<file path="src/hw/rtl/wfc_pkg.sv">
// ----------------------------------------------------------------------------
// Word frequency counter package
// Shared constants, the sequencer state type and character helpers.
// ----------------------------------------------------------------------------
`default_nettype none

package wfc_pkg;

  localparam int LINE_LEN_DEF = 64;
  localparam int MAX_REPORTS  = 32;
  localparam int PCT_SCALE    = 25600;
  localparam int PCT_W        = 15;

  localparam logic [7:0] CROSS_CHAR = 8'h2A;
  localparam logic [7:0] SPACE_CHAR = 8'h20;
  localparam logic [7:0] NUL_CHAR   = 8'h00;

  typedef enum logic [4:0] {
    S_LOAD,
    S_FIND,
    S_FIND_W,
    S_EMIT,
    S_LAST,
    S_LAST_W,
    S_CMP_INIT,
    S_I,
    S_I_W,
    S_J_A,
    S_J_B,
    S_J_C,
    S_END,
    S_END_W,
    S_XR,
    S_XW,
    S_PCT,
    S_DIV,
    S_FINAL
  } wfc_state_t;

  function automatic logic is_letter(input logic [7:0] c);
    return ((c >= 8'h41) && (c <= 8'h5A)) || ((c >= 8'h61) && (c <= 8'h7A));
  endfunction

  // Stored entries carry a crossed-out flag above the character byte.
  function automatic logic [7:0] eff_char(input logic [8:0] entry);
    return entry[8] ? CROSS_CHAR : entry[7:0];
  endfunction

endpackage

`default_nettype wire

</file>
<file path="src/hw/rtl/wfc_in_if.sv">
// ----------------------------------------------------------------------------
// Word frequency counter input channel
// Valid/ready channel that carries one character item.
// ----------------------------------------------------------------------------
`default_nettype none

interface wfc_in_if;
  logic       valid;
  logic       ready;
  logic [7:0] char_byte;
  logic       end_of_line;

  modport source (output valid, output char_byte, output end_of_line, input ready);
  modport sink   (input valid, input char_byte, input end_of_line, output ready);
endinterface

`default_nettype wire

</file>
<file path="src/hw/rtl/wfc_out_if.sv">
// ----------------------------------------------------------------------------
// Word frequency counter output channel
// Valid/ready channel that carries one word report item.
// ----------------------------------------------------------------------------
`default_nettype none

interface wfc_out_if;
  logic        valid;
  logic        ready;
  logic [5:0]  word_start;
  logic [6:0]  word_length;
  logic [5:0]  occurrences;
  logic [6:0]  total_words;
  logic [14:0] percent_q8;
  logic        last_word;

  modport source (output valid, output word_start, output word_length, output occurrences,
                  output total_words, output percent_q8, output last_word, input ready);
  modport sink   (input valid, input word_start, input word_length, input occurrences,
                  input total_words, input percent_q8, input last_word, output ready);
endinterface

`default_nettype wire

</file>
<file path="src/hw/rtl/wfc_ram.sv">
// ----------------------------------------------------------------------------
// Generic single-port RAM
// One access per cycle, read data registered.
// ----------------------------------------------------------------------------
`default_nettype none

module wfc_ram #(
  parameter int WIDTH = 9,
  parameter int DEPTH = 64
) (
  input  wire logic                     clk,
  input  wire logic                     we,
  input  wire logic [$clog2(DEPTH)-1:0] addr,
  input  wire logic [WIDTH-1:0]         wdata,
  output logic      [WIDTH-1:0]         rdata
);

  logic [WIDTH-1:0] mem [DEPTH];

  always_ff @(posedge clk) begin
    if (we) begin
      mem[addr] <= wdata;
    end
    rdata <= mem[addr];
  end

endmodule

`default_nettype wire

</file>
<file path="src/hw/rtl/word_frequency_counter_core.sv">
// ----------------------------------------------------------------------------
// Word frequency counter core
// Loads a text line and reports each distinct word with its frequency.
// ----------------------------------------------------------------------------
// The block takes one character item per cycle until the item marked end of
// line, then stops taking items and analyzes the stored line, emitting one
// report item per distinct word in order of first appearance, at most
// MAX_REPORTS per line. All analysis runs through one single-port line
// memory, so the analysis time grows with the square of the line length.
// For each word the block scans the line for its start and end, checks every
// later candidate position, compares it character by character, checks the
// end of the match, crosses out each match and the word itself, and runs a
// bit-serial divide for the percentage. Results wait in an output register,
// so a slow sink stalls the analysis only when a second report is ready.
// ----------------------------------------------------------------------------
`default_nettype none

module word_frequency_counter_core
  import wfc_pkg::*;
#(
  parameter int LINE_LEN = LINE_LEN_DEF
) (
  input wire logic clk,
  input wire logic rst,
  wfc_in_if.sink   in_ch,
  wfc_out_if.source out_ch
);

  localparam int AW = $clog2(LINE_LEN);
  localparam int PW = $clog2(LINE_LEN + 2);
  localparam int SW = PW + 1;
  localparam int NW = PCT_W + PW;
  localparam int DW = $clog2(NW + 1);
  localparam int RW = $clog2(MAX_REPORTS + 1);

  wfc_state_t state, state_next;

  logic [PW-1:0] fill, fill_next;
  logic [PW-1:0] len, len_next;
  logic          zero_seen, zero_seen_next;
  logic [PW-1:0] spaces, spaces_next;
  logic [PW-1:0] p, p_next;
  logic [PW-1:0] first, first_next;
  logic [PW-1:0] last, last_next;
  logic [PW-1:0] size, size_next;
  logic [PW-1:0] i, i_next;
  logic [PW-1:0] j, j_next;
  logic [7:0]    wbyte, wbyte_next;
  logic [PW-1:0] occ, occ_next;
  logic [RW-1:0] count, count_next;
  logic [NW-1:0] dq, dq_next;
  logic [PW-1:0] rem, rem_next;
  logic [DW-1:0] dc, dc_next;

  logic          held_valid, held_valid_next;
  logic [PW-1:0] held_first, held_first_next;
  logic [PW-1:0] held_size, held_size_next;
  logic [PW-1:0] held_occ, held_occ_next;
  logic [PCT_W-1:0] held_pct, held_pct_next;

  logic        ovalid, ovalid_next;
  logic [5:0]  o_start, o_start_next;
  logic [6:0]  o_length, o_length_next;
  logic [5:0]  o_occ, o_occ_next;
  logic [6:0]  o_words, o_words_next;
  logic [14:0] o_pct, o_pct_next;
  logic        o_last, o_last_next;

  logic          mem_we;
  logic [AW-1:0] mem_addr;
  logic [8:0]    mem_wdata;
  logic [8:0]    mem_rdata;

  logic [7:0]    eff;
  logic [PW-1:0] words;
  logic [SW-1:0] ipj, isz;
  logic [PW:0]   div_t;
  logic [NW-1:0] dq_step;
  logic [PW-1:0] rem_step;
  logic          out_free;

  wfc_ram #(.WIDTH(9), .DEPTH(LINE_LEN)) u_line (
    .clk  (clk),
    .we   (mem_we),
    .addr (mem_addr),
    .wdata(mem_wdata),
    .rdata(mem_rdata)
  );

  assign eff      = eff_char(mem_rdata);
  assign words    = spaces + PW'(1);
  assign ipj      = SW'(i) + SW'(j);
  assign isz      = SW'(i) + SW'(size);
  assign out_free = !ovalid || out_ch.ready;

  assign div_t = {rem, dq[NW-1]};
  always_comb begin
    if (div_t >= (PW+1)'(words)) begin
      rem_step = PW'(div_t - (PW+1)'(words));
      dq_step  = {dq[NW-2:0], 1'b1};
    end else begin
      rem_step = PW'(div_t);
      dq_step  = {dq[NW-2:0], 1'b0};
    end
  end

  always_comb begin
    state_next      = state;
    fill_next       = fill;
    len_next        = len;
    zero_seen_next  = zero_seen;
    spaces_next     = spaces;
    p_next          = p;
    first_next      = first;
    last_next       = last;
    size_next       = size;
    i_next          = i;
    j_next          = j;
    wbyte_next      = wbyte;
    occ_next        = occ;
    count_next      = count;
    dq_next         = dq;
    rem_next        = rem;
    dc_next         = dc;
    held_valid_next = held_valid;
    held_first_next = held_first;
    held_size_next  = held_size;
    held_occ_next   = held_occ;
    held_pct_next   = held_pct;
    ovalid_next     = ovalid && !out_ch.ready;
    o_start_next    = o_start;
    o_length_next   = o_length;
    o_occ_next      = o_occ;
    o_words_next    = o_words;
    o_pct_next      = o_pct;
    o_last_next     = o_last;
    mem_we          = 1'b0;
    mem_addr        = '0;
    mem_wdata       = '0;
    in_ch.ready     = 1'b0;

    unique case (state)
      S_LOAD: begin
        in_ch.ready = 1'b1;
        if (in_ch.valid) begin
          if (fill < PW'(LINE_LEN)) begin
            mem_we    = 1'b1;
            mem_addr  = AW'(fill);
            mem_wdata = {1'b0, in_ch.char_byte};
            fill_next = fill + PW'(1);
            if (!zero_seen) begin
              if (in_ch.char_byte == NUL_CHAR) begin
                zero_seen_next = 1'b1;
              end else begin
                len_next = fill + PW'(1);
                if (in_ch.char_byte == SPACE_CHAR) begin
                  spaces_next = spaces + PW'(1);
                end
              end
            end
          end
          if (in_ch.end_of_line) begin
            p_next     = '0;
            count_next = '0;
            state_next = S_FIND;
          end
        end
      end
      S_FIND: begin
        if (count == RW'(MAX_REPORTS) || p >= len) begin
          state_next = S_FINAL;
        end else begin
          mem_addr   = AW'(p);
          state_next = S_FIND_W;
        end
      end
      S_FIND_W: begin
        if (is_letter(eff)) begin
          first_next = p;
          state_next = held_valid ? S_EMIT : S_LAST;
        end else begin
          p_next     = p + PW'(1);
          state_next = S_FIND;
        end
      end
      S_EMIT: begin
        if (out_free) begin
          ovalid_next     = 1'b1;
          o_start_next    = 6'(held_first);
          o_length_next   = 7'(held_size);
          o_occ_next      = 6'(held_occ);
          o_words_next    = 7'(words);
          o_pct_next      = held_pct;
          o_last_next     = 1'b0;
          held_valid_next = 1'b0;
          state_next      = S_LAST;
        end
      end
      S_LAST: begin
        if (p >= len) begin
          last_next  = len;
          state_next = S_CMP_INIT;
        end else begin
          mem_addr   = AW'(p);
          state_next = S_LAST_W;
        end
      end
      S_LAST_W: begin
        if (eff == SPACE_CHAR) begin
          last_next  = p;
          state_next = S_CMP_INIT;
        end else begin
          p_next     = p + PW'(1);
          state_next = S_LAST;
        end
      end
      S_CMP_INIT: begin
        size_next  = last - first;
        occ_next   = PW'(1);
        i_next     = last + PW'(1);
        state_next = S_I;
      end
      S_I: begin
        if (i >= len) begin
          p_next     = first;
          state_next = S_XW;
        end else begin
          mem_addr   = AW'(i - PW'(1));
          state_next = S_I_W;
        end
      end
      S_I_W: begin
        if (eff == SPACE_CHAR) begin
          j_next     = '0;
          state_next = S_J_A;
        end else begin
          i_next     = i + PW'(1);
          state_next = S_I;
        end
      end
      S_J_A: begin
        if (j == size) begin
          state_next = S_END;
        end else begin
          mem_addr   = AW'(first + j);
          state_next = S_J_B;
        end
      end
      S_J_B: begin
        wbyte_next = eff;
        if (ipj >= SW'(len)) begin
          i_next     = i + PW'(1);
          state_next = S_I;
        end else begin
          mem_addr   = AW'(ipj);
          state_next = S_J_C;
        end
      end
      S_J_C: begin
        if (eff == wbyte) begin
          j_next     = j + PW'(1);
          state_next = S_J_A;
        end else begin
          i_next     = i + PW'(1);
          state_next = S_I;
        end
      end
      S_END: begin
        if (isz == SW'(len)) begin
          occ_next   = occ + PW'(1);
          p_next     = i;
          state_next = S_XR;
        end else begin
          mem_addr   = AW'(isz);
          state_next = S_END_W;
        end
      end
      S_END_W: begin
        if (eff == SPACE_CHAR) begin
          occ_next   = occ + PW'(1);
          p_next     = i;
          state_next = S_XR;
        end else begin
          i_next     = i + PW'(1);
          state_next = S_I;
        end
      end
      S_XR: begin
        if (SW'(p) > isz || p >= len) begin
          i_next     = i + PW'(1);
          state_next = S_I;
        end else begin
          mem_we    = 1'b1;
          mem_addr  = AW'(p);
          mem_wdata = {1'b1, NUL_CHAR};
          p_next    = p + PW'(1);
        end
      end
      S_XW: begin
        if (p > last || p >= len) begin
          state_next = S_PCT;
        end else begin
          mem_we    = 1'b1;
          mem_addr  = AW'(p);
          mem_wdata = {1'b1, NUL_CHAR};
          p_next    = p + PW'(1);
        end
      end
      S_PCT: begin
        dq_next    = NW'(occ) * NW'(PCT_SCALE);
        rem_next   = '0;
        dc_next    = '0;
        state_next = S_DIV;
      end
      S_DIV: begin
        dq_next  = dq_step;
        rem_next = rem_step;
        dc_next  = dc + DW'(1);
        if (dc == DW'(NW - 1)) begin
          held_valid_next = 1'b1;
          held_first_next = first;
          held_size_next  = size;
          held_occ_next   = occ;
          held_pct_next   = dq_step[PCT_W-1:0];
          count_next      = count + RW'(1);
          p_next          = first;
          state_next      = S_FIND;
        end
      end
      S_FINAL: begin
        if (!held_valid || out_free) begin
          if (held_valid) begin
            ovalid_next   = 1'b1;
            o_start_next  = 6'(held_first);
            o_length_next = 7'(held_size);
            o_occ_next    = 6'(held_occ);
            o_words_next  = 7'(words);
            o_pct_next    = held_pct;
            o_last_next   = 1'b1;
          end
          held_valid_next = 1'b0;
          fill_next       = '0;
          len_next        = '0;
          zero_seen_next  = 1'b0;
          spaces_next     = '0;
          state_next      = S_LOAD;
        end
      end
      default: state_next = S_LOAD;
    endcase
  end

  always_ff @(posedge clk) begin
    if (rst) begin
      state      <= S_LOAD;
      fill       <= '0;
      len        <= '0;
      zero_seen  <= 1'b0;
      spaces     <= '0;
      count      <= '0;
      held_valid <= 1'b0;
      ovalid     <= 1'b0;
    end else begin
      state      <= state_next;
      fill       <= fill_next;
      len        <= len_next;
      zero_seen  <= zero_seen_next;
      spaces     <= spaces_next;
      count      <= count_next;
      held_valid <= held_valid_next;
      ovalid     <= ovalid_next;
    end
    p          <= p_next;
    first      <= first_next;
    last       <= last_next;
    size       <= size_next;
    i          <= i_next;
    j          <= j_next;
    wbyte      <= wbyte_next;
    occ        <= occ_next;
    dq         <= dq_next;
    rem        <= rem_next;
    dc         <= dc_next;
    held_first <= held_first_next;
    held_size  <= held_size_next;
    held_occ   <= held_occ_next;
    held_pct   <= held_pct_next;
    o_start    <= o_start_next;
    o_length   <= o_length_next;
    o_occ      <= o_occ_next;
    o_words    <= o_words_next;
    o_pct      <= o_pct_next;
    o_last     <= o_last_next;
  end

  assign out_ch.valid       = ovalid;
  assign out_ch.word_start  = o_start;
  assign out_ch.word_length = o_length;
  assign out_ch.occurrences = o_occ;
  assign out_ch.total_words = o_words;
  assign out_ch.percent_q8  = o_pct;
  assign out_ch.last_word   = o_last;

endmodule

`default_nettype wire

</file>
<file path="src/flat_wrapper.sv">
// flat-port wrapper written by rule: the top's interface ports become plain ports
module word_frequency_counter_core_flat import wfc_pkg::*;
#(
  parameter int LINE_LEN = LINE_LEN_DEF
)
  (clk, rst, in_ch_valid, in_ch_char_byte, in_ch_end_of_line, in_ch_ready, out_ch_valid, out_ch_word_start, out_ch_word_length, out_ch_occurrences, out_ch_total_words, out_ch_percent_q8, out_ch_last_word, out_ch_ready);
  wfc_in_if in_ch_i ();
  wfc_out_if out_ch_i ();
  input wire logic clk;
  input wire logic rst;
  input wire logic [$bits(in_ch_i.valid)-1:0] in_ch_valid;
  input wire logic [$bits(in_ch_i.char_byte)-1:0] in_ch_char_byte;
  input wire logic [$bits(in_ch_i.end_of_line)-1:0] in_ch_end_of_line;
  output wire logic [$bits(in_ch_i.ready)-1:0] in_ch_ready;
  output wire logic [$bits(out_ch_i.valid)-1:0] out_ch_valid;
  output wire logic [$bits(out_ch_i.word_start)-1:0] out_ch_word_start;
  output wire logic [$bits(out_ch_i.word_length)-1:0] out_ch_word_length;
  output wire logic [$bits(out_ch_i.occurrences)-1:0] out_ch_occurrences;
  output wire logic [$bits(out_ch_i.total_words)-1:0] out_ch_total_words;
  output wire logic [$bits(out_ch_i.percent_q8)-1:0] out_ch_percent_q8;
  output wire logic [$bits(out_ch_i.last_word)-1:0] out_ch_last_word;
  input wire logic [$bits(out_ch_i.ready)-1:0] out_ch_ready;
  assign in_ch_i.valid = in_ch_valid;
  assign in_ch_i.char_byte = in_ch_char_byte;
  assign in_ch_i.end_of_line = in_ch_end_of_line;
  assign in_ch_ready = in_ch_i.ready;
  assign out_ch_valid = out_ch_i.valid;
  assign out_ch_word_start = out_ch_i.word_start;
  assign out_ch_word_length = out_ch_i.word_length;
  assign out_ch_occurrences = out_ch_i.occurrences;
  assign out_ch_total_words = out_ch_i.total_words;
  assign out_ch_percent_q8 = out_ch_i.percent_q8;
  assign out_ch_last_word = out_ch_i.last_word;
  assign out_ch_i.ready = out_ch_ready;
  word_frequency_counter_core #(.LINE_LEN(LINE_LEN)) u_core (.clk(clk), .rst(rst), .in_ch(in_ch_i), .out_ch(out_ch_i));
endmodule
</file>
<file path="config.mk">
export PLATFORM = sky130hd
export DESIGN_NAME = word_frequency_counter_core_flat
export DESIGN_NICKNAME = d
export VERILOG_FILES = /design/src/hw/rtl/wfc_pkg.sv /design/src/hw/rtl/wfc_in_if.sv /design/src/hw/rtl/wfc_out_if.sv /design/src/hw/rtl/wfc_ram.sv /design/src/hw/rtl/word_frequency_counter_core.sv /design/src/flat_wrapper.sv
export SDC_FILE = /design/constraint.sdc
export NUM_CORES = 1
export LEC_CHECK = 0
export BUFFER_PORTS_ARGS = -buffer_cell sky130_fd_sc_hd__buf_2
export CAP_MARGIN = 10
export CORE_UTILIZATION = 59
export DETAILED_ROUTE_END_ITERATION = 10
export HOLD_SLACK_MARGIN = 0.12
export PLACE_DENSITY = 0.73
export SLEW_MARGIN = 25
export SYNTH_ARGS = -nofsm -noshare
export SYNTH_HDL_FRONTEND = slang
export SYNTH_HIERARCHICAL = 1
export SYNTH_SLANG_ARGS = --single-unit
export TNS_END_PERCENT = 1
</file>
<file path="constraint.sdc">
create_clock -name clk -period 14.6 [get_ports clk]
set_clock_uncertainty 0.15 [all_clocks]
set_input_delay 2.92 -clock clk [delete_from_list [all_inputs] [get_ports clk]]
set_output_delay 2.92 -clock clk [all_outputs]
set_load 0.02 [all_outputs]
</file>
Word-level counts from Yosys, hierarchy flattened:

Memories as Yosys holds them, arrays and structs flattened. A register that Yosys moved wholly into a read port is not among the register bits.
Cells that the tools add are included.

* word-level logic and storage cells: 277
* register bits: 202
* bits in writable memories: 576
* memories kept: 1

Memory list
* u_core.u_line.mem: depth 64, width 9, rd ports 1, clocked after memory_dff 1, wr ports 1, RTL line wfc_ram.sv:18 `logic [WIDTH-1:0] mem [DEPTH];`

* reductions and logical operators: 39
* magnitude comparators: 11
* add/sub/neg operators: 15
* $mul: 1
* muxes and demuxes: 130
* eq/ne operators: 51

Operators by type and width (number)
* 7-bit 2-to-1 mux: 39
* 6-bit 2-to-1 mux: 19
* 7-bit case mux with 2 select lines: 8
* 5-bit case mux with 19 select lines: 1
* 7-bit case mux with 9 select lines: 1
* 6-bit case mux with 9 select lines: 1
* 7-bit by 1-bit adder with 7-bit output, second input constant: 7
* 15-bit 2-to-1 mux: 3
* 5-bit 2-to-1 mux: 9
* 22-bit case mux with 2 select lines: 1
* 5-bit by 4-bit equality test with 1-bit output, second input constant: 8
* 6-bit case mux with 2 select lines: 3
* 7-bit case mux with 5 select lines: 1
* 2-bit by 1-bit != test with 1-bit output, second input constant: 16
* 15-bit case mux with 2 select lines: 1
* 9-bit 2-to-1 mux: 3
* 9-bit case mux with 3 select lines: 1
* 7-bit case mux with 3 select lines: 1
* 5-bit by 3-bit equality test with 1-bit output, second input constant: 4
* 5-bit equality test, second input constant: 4
* 1-bit 2-to-1 mux: 20
* 2-bit != test, second input constant: 10
* 7-bit by 7-bit adder with 8-bit output: 2
* 8-bit by 6-bit equality test with 1-bit output, second input constant: 2
* other kinds (43): 82

Longest topological paths before layout:

Gate-level depths: netlist of the first run.

* word-level depth: 7
* depth in mapped cells: 25
* mapped depth without buffers: 21

Modules after synthesis:

Netlist of the first run, hierarchy kept.

Modules (own cells, without submodules)
* wfc_ram: seq. area each 17476.8 µm², area each 22643.0 µm², cells an instance 1346, instances 1
* word_frequency_counter_core: seq. area each 5715.5 µm², area each 11893.9 µm², cells an instance 1117, instances 1

Least setup slack after synthesis of the first run:

OpenSTA, ideal clock, no wires.

* kind: input-to-reg
* from: in in_ch_valid
* to: mem u_core.u_line.mem[0][0] (enable)
* arrival time: 5.548 ns
* stages on the path: 13
* setup slack: 8.528 ns
* cells stage by stage: clkbuf_1 -> and2_1 -> clkbuf_1 -> a221o_1 -> a221o_1 -> buf_6 -> buf_4 -> buf_6 -> buf_4 -> buf_2 -> nor2b_1 -> nand2_1 -> nor2_1

* elaborated cells between the ends (all ways): 6

RTL lines
* start: declaration: RTL line flat_wrapper.sv:11 `input wire logic [$bits(in_ch_i.valid)-1:0] in_ch_valid;`
* 6-bit 2-to-1 mux: RTL line word_frequency_counter_core.sv:145 `if (in_ch.valid) begin`
* 6-bit case mux with 9 select lines: RTL line word_frequency_counter_core.sv:142 `unique case (state)`
* via u_core.mem_addr[2]: RTL line word_frequency_counter_core.sv:70 `logic [AW-1:0] mem_addr;`
* end: declaration: RTL line wfc_ram.sv:18

The timed path passes the listed nets, and every way through them passes these cells.

Worst setup path after layout of the first run:

* from: reg u_core.i[0]
* to: mem u_core.u_line.mem[31][6] (enable)

* elaborated cells between the ends (all ways): 17

RTL lines
* start: declaration: RTL line word_frequency_counter_core.sv:46 `logic [PW-1:0] i, i_next;`
* start signal: assignment: RTL line word_frequency_counter_core.sv:377 `i <= i_next;`
* 7-bit by 7-bit adder with 8-bit output: RTL line word_frequency_counter_core.sv:93 `assign isz = SW'(i) + SW'(size);`
* 7-bit by 8-bit greater-than comparator with 1-bit output: RTL line word_frequency_counter_core.sv:289 `if (SW'(p) > isz || p >= len) begin`
* 1-bit logical OR: RTL line word_frequency_counter_core.sv:289
* 6-bit 2-to-1 mux: RTL line word_frequency_counter_core.sv:289
* 6-bit case mux with 9 select lines (*): RTL line word_frequency_counter_core.sv:142
* via u_core.mem_addr[1]: RTL line word_frequency_counter_core.sv:70

Mark *: on every way through the listed nets, which the timed path passes. The rest lies on a longest branch.

==> impl_summary.log, run 1 <==
INFO  metric run_status = finished, final reports clean
INFO  metric place.gp.congestion = 0.956
INFO  metric grt_first_pass_wirelength = 136000 µm
INFO  metric drive_above_1_share = 11.7%
INFO  metric antenna_found_initial = 1
INFO  metric postCtsHoldBufs = 0
INFO  metric total_iterations_of_the_first_detailed_routing_run = 6
INFO  metric worst-r2r-setup-slack = 6.61 ns
INFO  metric count_of_buffer_and_inverter_cells_on_the_critical_path = 2
INFO  metric cap_viol_max_count = 0
INFO  metric hold_violations = 0
INFO  metric cellLeakagePower = 0.0129 µW
INFO  metric synthesis.area = 0.0345 mm²
INFO  metric cts_tree = done
INFO  metric cts_resized = 0
INFO  metric syn_inst = 2463
INFO  metric seq_area_frac_synth = 67.2%
INFO  metric clock_tree.htree_level_count = 3
INFO  metric fin_crit_sh = 54.8%
INFO  metric worst_hold_startpoint = u_core/held_size[4]$_DFFE_PP_
INFO  metric clk_pin_slew = 0.06 ns
INFO  metric hold-path-endpoint = u_core/out_ch.word_length[4]$_DFFE_PP_
INFO  metric worst_r2r_endpoint = u_core/u_line/mem[31][6]$_DFFE_PP_
INFO  metric post_synth_net_total = 2585
INFO  metric async_set_reset_flop_share_out_of_synthesis = 0%
INFO  metric grt_overflow = 0
INFO  metric holdPathStages = 0
INFO  metric clk_latency = 0.64 ns
INFO  metric cellPowerDensity = 163 mW/mm²
INFO  metric die-width = 244 µm
INFO  metric post_synth_main_area_contributors = edfxtp_1 65%, ha_1 3.7%, dfxtp_1 2.6%, a22oi_1 2.5%, nor2_1 2.3%
INFO  metric hold_class = flip-flop to flip-flop
INFO  metric synth_edf_count = 743
INFO  metric die_h = 244 µm
INFO  metric fmax = 0.125 GHz
INFO  metric ys.flop_type = edfxtp_1
INFO  metric cpPeakStageDelay = 0.88 ns
INFO  metric postSynthRegisterBits = 787
INFO  metric timing_worst_slew_pin_value = 1.09 ns
INFO  metric fin_nets = 2627
INFO  metric portBuffers = 56
INFO  metric synth_largest_area_cell = edfxtp_1
INFO  metric post_drt_via_cell_ratio = 6.76
INFO  metric wl_per_cell = 27.3 µm
INFO  metric rr_startpoint = u_core/i[0]$_DFFE_PP_
INFO  metric core = 0.0578 mm²
INFO  metric critical_path.top_delay_family = simple AND/OR/NAND/NOR gates
INFO  metric route.final.wire_length = 91000 µm
INFO  metric worst-setup-path-type = flip-flop to flip-flop
INFO  metric layout_min_cycle_time = 7.99 ns
INFO  metric cts_buffer_depth = 3
INFO  metric fin_util = 66.1%
INFO  metric grt_setup_unrepaired = no
INFO  metric area.growth.synth_to_final = 10.6%
INFO  metric via_count = 22520
INFO  metric root_cell_of_the_clock_tree = clkbuf_16
INFO  metric detail_route.drc_violations = 0
INFO  metric rows = 88
INFO  metric worstPathArrival = 8.10 ns
INFO  metric slew_violations = 0
INFO  metric leading_cell_type_by_number_of_instances_after_synthesis = edfxtp_1
INFO  metric crit_path_start_kind = flip-flop
INFO  metric cts_setup_buffers = 0
INFO  metric crit_required = 14.70 ns
INFO  metric drt_initial_violations = 2815
INFO  metric number_of_cts_inserted_buffers = 78
INFO  metric total_routing_usage_gr = 30.7%
INFO  metric io-pin-count = 57
INFO  metric synth.yosys.warnings = 6
INFO  metric n_antenna_cell = 0
INFO  metric ys_top_cells_by_count = 743 x edfxtp_1, 212 x nor2_1, 116 x a22oi_1
INFO  metric setup_viol = 0
INFO  metric grt_max_degree = 66
INFO  metric slowest_library_cell_on_the_worst_path = nor2_1
INFO  metric endpoint_kind = flip-flop
INFO  metric number_of_global_route_vias_before_repair = 21832
INFO  metric ir_drop = 118 µV
INFO  metric cts_sinks = 787
INFO  metric hpwlAfterDp = 57000 µm
INFO  metric synth.top_cell.area_share = 64.6%
INFO  metric relSlewSlack = 27.1%
INFO  metric total_die_area = 0.0595 mm²
INFO  metric avgSynthCellArea = 14.0 µm²
INFO  metric route.antenna.remaining_nets = 0
INFO  metric synth.lib_cells_used.distinct = 81
INFO  metric cell_by_cell_listing_of_the_critical_path = ha_1 > fa_1 > a21o_1 > a21oi_1 > o21bai_1 > a21oi_1 > xnor2_1 > ha_1 > nor2b_1 > a2111oi_0 > o221ai_1 > nor2_1 > a221o_1 > a221o_4 > buf_4 > and2_2 > buf_4 > nand3_1 > nor2_1
INFO  metric worst_r2r_path_depth = 19
INFO  metric initial_core_util = 59.7%
INFO  metric finalSetupTns = 0 ns
INFO  metric critical_path.max_fanout = 44
[power by group]
part | switching [µW] | total, µW | internal, µW
Clock | 845 | 2020 | 1180
Sequential | 97.4 | 2760 | 2660
Combinational | 1000 | 1430 | 433
[logic make-up (layout without fill, tap and decap cells)]
kind of cell               Yosys count  in the layout  share of synthesized area, %
AOI/OAI and AO/OA                  602            602                          12.3
and+or+nand+nor                    563            563                          7.85
adders and majority gates          109            109                          4.10
DFF                                787            787                          67.2
muxes                              106            106                          3.47
buffers and inverters              208            311                          2.82
xor gates and xnor gates            88             88                          2.27
[through the flow]
stage	setup WS, ns	hold slack (ns)	instances	total power [µW]	cell area (µm²)
final	6.61	0.268	3331	6210	38200
after global routing	6.40	0.273	3331	6390	38200
after CTS	6.78	0.269	3329	6190	38100
after detailed placement	6.80	0.255	3188	4190	35600
after global placement	6.96	0.251	3185	4160	35500
after floorplan	8.53	0.250	2463	3670	34500
[metal layers]
metal / share of wire (%) / up-vias / global-route usage [%]
li1: - / 9712 / -
met1: 38 / 11113 / 41.8
met2: 47 / 1433 / 48.6
met3: 10 / 262 / 5.45
met4: 4.7 / 0 / 13.9
met5: 0 / - / 0
[sequential cells by signal, indices dropped and copies added, names as in the netlist, 8 cells and up]
register	flops
u_core/u_line/mem	576
u_core/dq	22
u_core/held_pct	15
u_core/out_ch.percent_q8	15
u_core/u_line/rdata	9
u_core/wbyte	8
[how the worst max path moves through the flow]
stage                                from                                 end  slack (ns)  cells past startpoint
finish              u_core/i[0]$_DFFE_PP_  u_core/u_line/mem[31][6]$_DFFE_PP_        6.61                     19
floorplan                     in_ch_valid   u_core/u_line/mem[0][0]$_DFFE_PP_        8.53                     13
global placement              in_ch_valid  u_core/u_line/mem[39][7]$_DFFE_PP_        6.96                      9
CTS                 u_core/i[0]$_DFFE_PP_   u_core/u_line/mem[3][7]$_DFFE_PP_        6.78                     19
detailed placement  u_core/i[0]$_DFFE_PP_   u_core/u_line/mem[3][6]$_DFFE_PP_        6.80                     19
global route        u_core/i[0]$_DFFE_PP_   u_core/u_line/mem[3][0]$_DFFE_PP_        6.40                     19
[cells in the final DEF, fill, tap and decap left out, drive strengths merged, types with 20 or more instances in the layout]
master	instances
clkbuf	102
a22oi	116
o21ai	96
edfxtp	743
a21oi	102
ha	102
inv	73
nor2b	30
mux2	31
buf	99
nand2	104
xnor2	43
and3	20
xor2	44
o22ai	33
nand3	47
clkinv	25
a22o	20
a221oi	70
nor2	212
a211oi	21
mux2i	67
nor3	44
dfxtp	44
[area by class of cell]
cell class | count | area, µm²
Sequential cell | 787 | 23200
Fill cell | 4082 | 19600
Multi-Input combinational cell | 1468 | 10500
Clock buffer | 102 | 2080
Tap cell | 765 | 957
Timing Repair Buffer | 99 | 683
Clock inverter | 39 | 498
Inverter | 71 | 267
Power figures use the tool's default switching activity.
==> run 2: changes to the inputs <==
--- a/config.mk
+++ b/config.mk
@@ -7,10 +7,10 @@
 export LEC_CHECK = 0
 export BUFFER_PORTS_ARGS = -buffer_cell sky130_fd_sc_hd__buf_2
 export CAP_MARGIN = 10
-export CORE_UTILIZATION = 59
+export CORE_UTILIZATION = 57
 export DETAILED_ROUTE_END_ITERATION = 10
 export HOLD_SLACK_MARGIN = 0.12
-export PLACE_DENSITY = 0.73
+export PLACE_DENSITY = 0.74
 export SLEW_MARGIN = 25
 export SYNTH_ARGS = -nofsm -noshare
 export SYNTH_HDL_FRONTEND = slang
==> constraint.sdc (replaced) <==
create_clock -name clk -period 6.6 [get_ports clk]
set_clock_uncertainty 0.15 [all_clocks]
set_input_delay 1.32 -clock clk [delete_from_list [all_inputs] [get_ports clk]]
set_output_delay 1.32 -clock clk [all_outputs]
set_load 0.02 [all_outputs]
==> run 2 against run 1 <==
Against the previous run: largest cell class unchanged; sequential cell count unchanged; critical endpoint is now u_core/u_line/rdata[2]$_DFF_P_; die area grew 3.5%; first-iteration DRC count rose by 9.2%; final area is 3.0% higher; via count grew 2.6%; sequential share of layout area down 1.8 points; clock power rose by 120%; register-to-register slack lost 6.4 ns; count of clock-buffer cells in the layout decreased by 2; hold slack worse by 0.0019 ns; wire length up 5.0%.
==> impl_summary.log, run 2 (same netlist as run 1, synthesis figures left out) <==
INFO  metric run_status = finished, final reports clean
INFO  metric antenna_found_initial = 1 (unchanged)
INFO  metric root_cell_of_the_clock_tree = clkbuf_16
INFO  metric cellLeakagePower = 0.0136 µW (+5.6%)
INFO  metric worst_r2r_path_depth = 20 (+1)
INFO  metric clock_tree.htree_level_count = 3 (unchanged)
INFO  metric holdPathStages = 0 (unchanged)
INFO  metric fmax = 0.157 GHz (+26%)
INFO  metric fin_crit_sh = 96.3% (+42 points)
INFO  metric reg_top3 = u_core/u_line/mem (576), u_core/dq (22)
INFO  metric hold_class = flip-flop to flip-flop
INFO  metric cap_viol_max_count = 0 (unchanged)
INFO  metric post_drt_via_cell_ratio = 6.64 (-1.8%)
INFO  metric rows = 89 (+1.1%)
INFO  metric worst-setup-path-type = flip-flop to flip-flop
INFO  metric clk_pin_slew = 0.06 ns (about the same)
INFO  metric initial_core_util = 58.1% (-1.7 points)
INFO  metric route.final.wire_length = 95600 µm (+5.0%)
INFO  metric cts_tree = done
INFO  metric fin_nets = 2766 (+5.3%)
INFO  metric fillers = 4169 (+2.1%)
INFO  metric clk_latency = 0.64 ns (about the same)
INFO  metric cts_buffer_depth = 3 (unchanged)
INFO  metric worst_r2r_endpoint = u_core/u_line/rdata[2]$_DFF_P_
INFO  metric core = 0.0595 mm² (+2.9%)
INFO  metric relSlewSlack = 23.1% (-4.0 points)
INFO  metric grt_max_degree = 65 (-1.5%)
INFO  metric hold_violations = 0 (unchanged)
INFO  metric rr_startpoint = u_core/i[0]$_DFFE_PP_
INFO  metric largest-register = u_core/u_line/mem
INFO  metric number_of_cts_inserted_buffers = 80 (+2.6%)
INFO  metric most-common-layout-cells = 743 x edfxtp_1, 205 x nor2_1, 167 x buf_4
INFO  metric postCtsHoldBufs = 0 (unchanged)
INFO  metric worst_hold_startpoint = u_core/held_pct[12]$_DFFE_PP_
INFO  metric grt_setup_unrepaired = no
INFO  metric layout_min_cycle_time = 6.36 ns (-1.64 ns)
INFO  metric die_h = 248 µm (+1.7%)
INFO  metric setup_slack = 0.243 ns (-6.36 ns)
INFO  metric die-width = 248 µm (+1.7%)
INFO  metric slew_violations = 0 (unchanged)
INFO  metric n_antenna_cell = 0 (unchanged)
INFO  metric finalSetupTns = 0 ns (unchanged)
INFO  metric total_die_area = 0.0616 mm² (+3.5%)
INFO  metric cellPowerDensity = 355 mW/mm² (+120%)
INFO  metric grt_first_pass_wirelength = 141000 µm (+3.8%)
INFO  metric drive_above_1_share = 16.6% (+4.9 points)
INFO  metric critical_path.max_fanout = 18 (-59%)
INFO  metric final_cell_count_no_fill = 3479 (+4.4%)
INFO  metric via_count = 23099 (+2.6%)
INFO  metric place.gp.congestion = 0.976 (+2.1%)
INFO  metric worst-r2r-setup-slack = 0.24 ns (-6.36 ns)
INFO  metric timing_worst_slew_pin_value = 1.15 ns (+0.0596 ns)
INFO  metric ir_drop = 273 µV (+130%)
INFO  metric cts_sinks = 787 (unchanged)
INFO  metric max_ffs_per_register = 576 (unchanged)
INFO  metric dp_worst_setup_slack = -0.211 ns (-7.01 ns)
INFO  metric total_iterations_of_the_first_detailed_routing_run = 6 (unchanged)
INFO  metric total_routing_usage_gr = 31.4% (+0.71 points)
INFO  metric number_of_global_route_vias_before_repair = 22471 (+2.9%)
INFO  metric io-pin-count = 57 (unchanged)
INFO  metric wl_per_cell = 27.5 µm (+0.56%)
INFO  metric area.growth.synth_to_final = 13.9%
INFO  metric hold-path-endpoint = u_core/out_ch.percent_q8[12]$_DFFE_PP_
INFO  metric worstPathArrival = 6.70 ns (-1.40 ns)
INFO  metric portBuffers = 56 (unchanged)
INFO  metric drt_initial_violations = 3073 (+9.2%)
INFO  metric setup_viol = 0 (unchanged)
INFO  metric endpoint_kind = flip-flop
INFO  metric route.antenna.remaining_nets = 0 (unchanged)
INFO  metric grt_overflow = 0 (unchanged)
INFO  metric hpwlAfterDp = 63100 µm (+11%)
INFO  metric layout_commonest_cell = edfxtp_1
INFO  metric crit_path_start_kind = flip-flop
INFO  metric fin_util = 66.1% (+0.080 points)
INFO  metric place_inst = 3328 (+4.4%)
INFO  metric crit_required = 6.95 ns (-7.75 ns)
INFO  metric detail_route.drc_violations = 0 (unchanged)
## run 2: final cells by class
type	count	area (µm²)	share of cell area [%]
clock buffers	100	2140	5.44
clock inverters	44	414	1.05
repair buffers	236	1810	4.60
inverters	71	267	0.678
well taps	773	967	2.46
multi-input cells	1468	10500	26.8
flip-flops and latches	787	23200	59.0
## run 2: critical path, stage by stage, from the launching register on
cell	delay (ns)
edfxtp_1	0.51
ha_1	0.28
fa_1	0.42
a211oi_1	0.29
o21bai_1	0.22
xnor2_1	0.19
inv_1	0.07
ha_1	0.29
nand3_1	0.09
o21bai_1	0.17
a31oi_1	0.17
o21ai_0	0.20
o211ai_2	0.25
o41ai_2	0.20
a221o_4	0.55
nor2b_2	0.37
a22oi_1	0.23
o22ai_1	0.10
o21ai_0	0.61
o211ai_1	0.28
or4b_1	0.57
## run 2: layer usage
metal | routed length (µm) | track usage [%] | vias up
met5 | 0 | 0 | -
met4 | 4760 | 14.7 | 0
met3 | 10400 | 7.06 | 272
met2 | 44800 | 50.3 | 1494
met1 | 35600 | 40.8 | 11327
li1 | - | - | 10006
## run 2: worst max path at each step
stage / from / to / cells after the start
floorplan: u_core/j[0]$_SDFFCE_PN0P_ / u_core/u_line/mem[12][0]$_DFFE_PP_ / 22
global placement: u_core/i[0]$_DFFE_PP_ / u_core/u_line/rdata[2]$_DFF_P_ / 19
detailed placement: u_core/i[0]$_DFFE_PP_ / u_core/u_line/rdata[2]$_DFF_P_ / 19
CTS: u_core/i[0]$_DFFE_PP_ / u_core/u_line/rdata[2]$_DFF_P_ / 19
global route: u_core/i[0]$_DFFE_PP_ / u_core/u_line/rdata[0]$_DFF_P_ / 21
finish: u_core/i[0]$_DFFE_PP_ / u_core/u_line/rdata[2]$_DFF_P_ / 20
## run 2: power by group
part	switching, µW	internal [µW]	total, µW
registers	179	5880	6060
logic	2350	1140	3490
clock network	1890	2520	4400
## run 2: metrics by stage
stage | hold slack [ns] | total power (µW) | instance area, µm²
after global placement | 0.252 | 9400 | 36600
final | 0.267 | 14000 | 39300
after detailed placement | 0.255 | 9480 | 36600
after floorplan | 0.250 | 8130 | 34500
after global routing | 0.274 | 14400 | 39300
after CTS | 0.266 | 13900 | 39200
## run 2: timing repair
item / 4_1_cts / 5_1_grt
pin swaps: 0 / 1
cloned: 0 / 0
buffers inserted: 3 / 1
resized for setup: 1 / 14
endpoints found under the setup margin: 1 / 72
